**config.mk**
```make
export PLATFORM = sky130hd
export DESIGN_NAME = lcd_frame_trigger_registers_core
export DESIGN_NICKNAME = d
export VERILOG_FILES = /design/src/design/lfr_pkg.sv /design/src/design/lcd_frame_trigger_registers_core.sv
export SDC_FILE = /design/constraint.sdc
export NUM_CORES = 1
export LEC_CHECK = 0
export ABC_AREA = 1
export BUFFER_PORTS_ARGS = -buffer_cell sky130_fd_sc_hd__buf_4
export CAP_MARGIN = 40
export CELL_PAD_IN_SITES_DETAIL_PLACEMENT = 1
export CELL_PAD_IN_SITES_GLOBAL_PLACEMENT = 1
export CORE_ASPECT_RATIO = 0.5
export CORE_MARGIN = 1
export CORE_UTILIZATION = 42
export DETAILED_ROUTE_END_ITERATION = 6
export PLACE_DENSITY = 0.8
export SLEW_MARGIN = 25
export SYNTH_ARGS = -nofsm -noshare
export SYNTH_HDL_FRONTEND = slang
export SYNTH_SLANG_ARGS = --single-unit
```
**constraint.sdc**
```tcl
create_clock -name clk -period 6.7 [get_ports clk]
set_input_delay 0.335 -clock clk [delete_from_list [all_inputs] [get_ports clk]]
set_output_delay 0.335 -clock clk [all_outputs]
set_load 0.02 [all_outputs]
```
**src/design/lfr_pkg.sv**
```systemverilog
// Shared types and constants for the LCD frame trigger register block.
package lfr_pkg;

    localparam logic MODE_READ  = 1'b0;
    localparam logic MODE_WRITE = 1'b1;

    localparam int OFS_W = 10;

    localparam logic [OFS_W-1:0] OFS_CTRL      = 10'h000;
    localparam logic [OFS_W-1:0] OFS_CTRL_SET  = 10'h004;
    localparam logic [OFS_W-1:0] OFS_CTRL_CLR  = 10'h008;
    localparam logic [OFS_W-1:0] OFS_CTRL1     = 10'h010;
    localparam logic [OFS_W-1:0] OFS_CTRL1_SET = 10'h014;
    localparam logic [OFS_W-1:0] OFS_CTRL1_CLR = 10'h018;
    localparam logic [OFS_W-1:0] OFS_XFER      = 10'h030;
    localparam logic [OFS_W-1:0] OFS_BUF       = 10'h040;
    localparam logic [OFS_W-1:0] OFS_TIMING    = 10'h060;

    localparam logic [31:0] RUN_BIT    = 32'h0000_0001;
    localparam logic [31:0] FRAME_DONE = 32'h0000_0200;

    localparam logic [31:0] FRAME_BYTES_DEFAULT = 32'd15360;

    typedef struct packed {
        logic             mode;
        logic [OFS_W-1:0] offset;
        logic [31:0]      write_data;
    } req_t;

    typedef struct packed {
        logic [31:0] read_data;
        logic        irq_level;
        logic        frame_started;
        logic        fetch_request;
        logic [31:0] fetch_address;
    } rsp_t;

endpackage

```
**src/design/lcd_frame_trigger_registers_core.sv**
```systemverilog
// Register block of a simple LCD controller: control set/clear aliases and frame trigger.
//
// Each request transaction is one register read or write; every request yields
// exactly one response transaction. The register update and the response are
// computed in the cycle the request is accepted and the response is held in an
// output register, so one request is taken per clock whenever the response side
// is not stalled. The critical path is the 16x16
// width-by-height product compared against FRAME_BYTES on a frame start.
module lcd_frame_trigger_registers_core #(
    parameter logic [31:0] FRAME_BYTES = lfr_pkg::FRAME_BYTES_DEFAULT
) (
    input  logic          clk,
    input  logic          rst_n,
    input  logic          req_valid,
    output logic          req_ready,
    input  lfr_pkg::req_t req,
    output logic          rsp_valid,
    input  logic          rsp_ready,
    output lfr_pkg::rsp_t rsp
);

    logic [31:0] ctrl_reg,      ctrl_next;
    logic [31:0] ctrl_set_reg,  ctrl_set_next;
    logic [31:0] ctrl_clr_reg,  ctrl_clr_next;
    logic [31:0] ctrl1_reg,     ctrl1_next;
    logic [31:0] ctrl1_set_reg, ctrl1_set_next;
    logic [31:0] ctrl1_clr_reg, ctrl1_clr_next;
    logic [15:0] height_reg,    height_next;
    logic [15:0] width_reg,     width_next;
    logic [31:0] buf_reg,       buf_next;
    logic [31:0] timing_reg,    timing_next;
    logic        irq_reg,       irq_next;
    logic        rsp_valid_reg;
    lfr_pkg::rsp_t rsp_reg,     rsp_next;

    logic        accept;
    logic [31:0] area;

    assign req_ready = !rsp_valid_reg || rsp_ready;
    assign accept    = req_valid && req_ready;
    assign rsp_valid = rsp_valid_reg;
    assign rsp       = rsp_reg;
    assign area      = {16'd0, width_reg} * {16'd0, height_reg};

    always_comb
    begin
        ctrl_next      = ctrl_reg;
        ctrl_set_next  = ctrl_set_reg;
        ctrl_clr_next  = ctrl_clr_reg;
        ctrl1_next     = ctrl1_reg;
        ctrl1_set_next = ctrl1_set_reg;
        ctrl1_clr_next = ctrl1_clr_reg;
        height_next    = height_reg;
        width_next     = width_reg;
        buf_next       = buf_reg;
        timing_next    = timing_reg;
        irq_next       = irq_reg;
        rsp_next       = '0;

        if (req.mode == lfr_pkg::MODE_READ)
        begin
            case (req.offset)
                lfr_pkg::OFS_CTRL:      rsp_next.read_data = ctrl_reg;
                lfr_pkg::OFS_CTRL_SET:  rsp_next.read_data = ctrl_set_reg;
                lfr_pkg::OFS_CTRL_CLR:  rsp_next.read_data = ctrl_clr_reg;
                lfr_pkg::OFS_CTRL1:     rsp_next.read_data = ctrl1_reg;
                lfr_pkg::OFS_CTRL1_SET: rsp_next.read_data = ctrl1_set_reg;
                lfr_pkg::OFS_CTRL1_CLR: rsp_next.read_data = ctrl1_clr_reg;
                lfr_pkg::OFS_TIMING:    rsp_next.read_data = timing_reg;
                default:                rsp_next.read_data = '0;
            endcase
        end
        else
        begin
            case (req.offset)
                lfr_pkg::OFS_CTRL:
                    ctrl_next = req.write_data;
                lfr_pkg::OFS_CTRL_SET:
                begin
                    ctrl_set_next = req.write_data;
                    ctrl_next     = ctrl_reg | req.write_data;
                    // frame start: run bit self-clears in the same access
                    if (req.write_data == lfr_pkg::RUN_BIT)
                    begin
                        ctrl_next              = ctrl_next & ~lfr_pkg::RUN_BIT;
                        ctrl1_next             = ctrl1_reg | lfr_pkg::FRAME_DONE;
                        irq_next               = 1'b1;
                        rsp_next.frame_started = 1'b1;
                        if (area == FRAME_BYTES)
                        begin
                            rsp_next.fetch_request = 1'b1;
                            rsp_next.fetch_address = buf_reg;
                        end
                    end
                end
                lfr_pkg::OFS_CTRL_CLR:
                begin
                    ctrl_clr_next = req.write_data;
                    ctrl_next     = ctrl_reg & ~req.write_data;
                end
                lfr_pkg::OFS_CTRL1_SET:
                begin
                    ctrl1_set_next = req.write_data;
                    ctrl1_next     = ctrl1_reg | req.write_data;
                end
                lfr_pkg::OFS_CTRL1_CLR:
                begin
                    ctrl1_clr_next = req.write_data;
                    ctrl1_next     = ctrl1_reg & ~req.write_data;
                    if (req.write_data == lfr_pkg::FRAME_DONE)
                        irq_next = 1'b0;
                end
                lfr_pkg::OFS_XFER:
                begin
                    height_next = req.write_data[15:0];
                    width_next  = req.write_data[31:16];
                end
                lfr_pkg::OFS_BUF:
                    buf_next = req.write_data;
                lfr_pkg::OFS_TIMING:
                    timing_next = req.write_data;
                default:
                    ;
            endcase
        end
        rsp_next.irq_level = irq_next;
    end

    always_ff @(posedge clk or negedge rst_n)
    begin
        if (!rst_n)
        begin
            ctrl_reg      <= '0;
            ctrl_set_reg  <= '0;
            ctrl_clr_reg  <= '0;
            ctrl1_reg     <= '0;
            ctrl1_set_reg <= '0;
            ctrl1_clr_reg <= '0;
            height_reg    <= '0;
            width_reg     <= '0;
            buf_reg       <= '0;
            timing_reg    <= '0;
            irq_reg       <= 1'b0;
            rsp_valid_reg <= 1'b0;
        end
        else
        begin
            if (accept)
            begin
                ctrl_reg      <= ctrl_next;
                ctrl_set_reg  <= ctrl_set_next;
                ctrl_clr_reg  <= ctrl_clr_next;
                ctrl1_reg     <= ctrl1_next;
                ctrl1_set_reg <= ctrl1_set_next;
                ctrl1_clr_reg <= ctrl1_clr_next;
                height_reg    <= height_next;
                width_reg     <= width_next;
                buf_reg       <= buf_next;
                timing_reg    <= timing_next;
                irq_reg       <= irq_next;
                rsp_valid_reg <= 1'b1;
            end
            else if (rsp_ready)
            begin
                rsp_valid_reg <= 1'b0;
            end
        end
    end

    always_ff @(posedge clk)
    begin
        if (accept)
            rsp_reg <= rsp_next;
    end

endmodule

```
==> impl_metrics.json <==
{
  "status": "finished, violations left",
  "violations": "DRC",
  "numCtsBuffers": 38,
  "crit_required_ps": 7080,
  "power.density_nw_per_um2": 165,
  "grt_pass1_vias": 21605,
  "p_int_mw": 3.40,
  "ys.flop_type": "dfrtp_1",
  "swShare_pct": 23.8,
  "peakVddDrop_mv": 0.163,
  "setup_violations": 0,
  "cp.arrival_ps": 6810,
  "final_nets": 3331,
  "yosysWarningCount": 0,
  "clock_sinks": 357,
  "critical_path_peak_fanout": 33,
  "grt_pass1_wl_mm": 118,
  "total_power_mw": 4.47,
  "synth_area_per_cell_um2": 8.25,
  "drt_first_pass_iters": 7,
  "vias": 19915,
  "cts_tree": "done",
  "num_rows": 61,
  "p_clk_share_pct": 44.0,
  "yosys.cell_types.count": 41,
  "cts_htree_levels": 2,
  "grt_usage_pct": 25.6,
  "slew_viol_final": 0,
  "rsz0062_at_grt": "no",
  "drt-total-wl_mm": 73.8,
  "max_slew.worst_pin.slew_ps": 849,
  "cts_setup_buffers": 0,
  "start_kind": "flop",
  "synth-seq-area-share_pct": 38.3,
  "dpl.hpwl_mm": 51.9,
  "die_area_um2": 58700,
  "clkTransAtPathRegs_ps": 60,
  "async_reset_ff_share_pct": 81.2,
  "start_util_pct": 43.1,
  "syn_nets": 3279,
  "fin_crit_sh_pct": 95.9,
  "power.leakage_nw": 13.0,
  "p_comb_share_pct": 5.1,
  "largest_reg_flops": 67,
  "final_antenna_net_count": 0,
  "max_cap_viol_count": 0,
  "drive_gt1_share_pct": 9.59,
  "min_delay_path_depth": 4,
  "power.net_switching_mw": 1.07,
  "fin_skew_ps": 17.4,
  "routedWlPerCell_um": 19.6,
  "slowest_delay_ps": 740,
  "hold_path.class": "input pin to flop",
  "syn_area_um2": 24200,
  "crit_path_end_kind": "flop",
  "power_frac_seq_pct": 50.9,
  "gp_congestion": 0.909,
  "criticalPathCategory": "flop to flop",
  "coreArea_um2": 56300,
  "crit_slowest_cell": "dfrtp_1",
  "finalSetupTns_ps": 0,
  "cts_buffer_depth": 3,
  "drc": 2,
  "place_ws_ps": 109,
  "clockRootBuffer": "clkbuf_16",
  "period_minus_slack_ps": 6430,
  "die_w_um": 342,
  "hold_viol": 0,
  "reg2reg_depth": 23,
  "gr-total-overflow": 0,
  "vias_per_cell": 5.28,
  "relSlewSlack_pct": 43.3,
  "dieHeight_um": 172,
  "port_buffers": 115,
  "path_cells": "buf_4 -> nand2_1 -> fa_1 -> fa_1 -> fa_1 -> fa_1 -> fa_1 -> fa_1 -> inv_1 -> ha_1 -> nand2_1 -> nor2_1 -> inv_1 -> nor2_1 -> nand2_1 -> nand3_1 -> o21ai_0 -> nor2_1 -> nand3_1 -> nor2_1 -> nand2_2 -> buf_12 -> nor2_1",
  "area_growth_pct": 11.9,
  "synth_edf_count": 67,
  "fin_ws_ps": 275,
  "ys_ff_latch": 357,
  "io-pin-count": 116,
  "clkLatencyLatePin_ps": 540,
  "path_common_cell": "fa_1",
  "drt_iter0_markers": 1289,
  "antenna_found_initial": 3,
  "fmax_mhz": 156,
  "synth_cells": 2934,
  "grt_max_degree": 75
}
worst paths after layout:
kind	startpoint	to	slack, ps
worst max-delay path	height_reg[10]$_DFFE_PN0P_	rsp[31]$_SDFFCE_PN0P_	270
worst min-delay path	rsp_ready	rsp_valid$_DFFE_PN0P_	100
worst max register to register	height_reg[10]$_DFFE_PN0P_	rsp[31]$_SDFFCE_PN0P_	270
worst min register to register	ctrl_clr_reg[28]$_DFFE_PN0P_	ctrl_clr_reg[28]$_DFFE_PN0P_	480
max in group asynchronous	rst_n	width_reg[9]$_DFFE_PN0P_	5070
min in group asynchronous	rst_n	timing_reg[4]$_DFFE_PN0P_	320
timing repair:
item	in CTS	in global routing
hold endpoints to repair	71	0
setup endpoints to repair	0	33
resized for setup	0	11
hold buffers	1	0
cells by family after synthesis:
logic type / count (synthesis) / share of synthesized area, %
xor gates and xnor gates: 6 / 0.217
buffers and inverters: 674 / 10.6
adders and majority gates: 298 / 21.4
and+or+nand+nor: 1146 / 18.8
muxes: 22 / 0.909
DFF: 357 / 38.3
AOI/OAI and AO/OA: 431 / 9.83
metrics by stage:
| step | hold slack [ps] | area, um^2 | utilization (%) | instances |
|---|---|---|---|---|
| after floorplan | 39.4 | 24200 | - | 2934 |
| after global placement | 347 | 25800 | 45.8 | 3695 |
| after detailed placement | 337 | 25900 | 46.1 | 3701 |
| after CTS | 85.3 | 27100 | 48.1 | 3771 |
| after global routing | 128 | 27100 | 48.2 | 3771 |
| final | 96.8 | 27100 | 48.2 | 3772 |
layout make-up:
type                            instances  area, um^2
Fill cell                            6681       29200
Multi-Input combinational cell       1903       12400
Sequential cell                       357        9280
Inverter                              525        1970
Timing Repair Buffer                  161        1320
Clock buffer                           50        1030
Tap cell                              756         946
Clock inverter                         19         115
Antenna cell                            1        2.50
power by group through the flow:
stage	registers (mW)	clock network (mW)	logic, mW
3_5_place_dp	2.31	0	0.229
4_1_cts	2.27	2.00	0.231
2_1_floorplan	2.33	0	0.0598
5_1_grt	2.28	2.07	0.248
6_report	2.27	1.97	0.229
3_3_place_gp	2.31	0	0.216
critical path: cells and delay by family (launching register included):
kind                       cells  cell delay, ps
AOI/OAI and AO/OA              1              80
adders and majority gates      7            3360
buffers and inverters          4             590
DFF                            1             740
and+or+nand+nor               11            1460
layout by cell type (no fill, tap or decap), types with 8 or more instances in the layout:
cell type | netlist | routed
mux2i_1 | 22 | 22
o21ai_0 | 292 | 292
o22ai_1 | 32 | 32
clkinv_2 | 0 | 9
clkbuf_16 | 0 | 38
fa_1 | 194 | 194
nor2_1 | 161 | 160
clkinv_1 | 31 | 37
ha_1 | 104 | 104
dfrtp_2 | 0 | 11
nor2_2 | 35 | 35
nand4_1 | 10 | 10
a2111oi_0 | 29 | 29
inv_1 | 488 | 487
dfrtp_1 | 290 | 279
a21oi_1 | 56 | 56
nand2_1 | 869 | 861
nand2_2 | 5 | 13
edfxtp_1 | 67 | 67
nor3_1 | 8 | 8
nand3_1 | 48 | 47
clkbuf_1 | 134 | 9
buf_4 | 0 | 152
synthesized netlist by cell type, drive strengths merged (3+ instances only):
master   count  area [um^2]
mux2i       22          220
nor2       196          823
o21ai      296         1480
a22o         3         26.3
xor2         3         26.3
nand3       51          270
o22ai       32          200
nand2      874         3290
a2111oi     29          254
o21bai       6         45.0
clkinv      31          116
ha         104         1300
fa         194         3880
nor4         3         33.8
clkbuf     134          503
nand4       10         62.6
nor3         8         40.0
xnor2        3         26.3
dfrtp      290         7260
edfxtp      67         2010
inv        494         1850
a21oi       58          298
buf         15         90.1
per-layer routing:
layer | share of wire (%) | GRT usage, % | routed length (um) | vias to the layer above
met5 | 0.027 | 0 | 20 | -
met4 | 2.0 | 6.65 | 1500 | 2
li1 | - | - | - | 9144
met2 | 50 | 45.9 | 37000 | 490
met1 | 43 | 33.0 | 31800 | 10161
met3 | 4.8 | 2.93 | 3530 | 118
(Power assumes the default switching activity.)
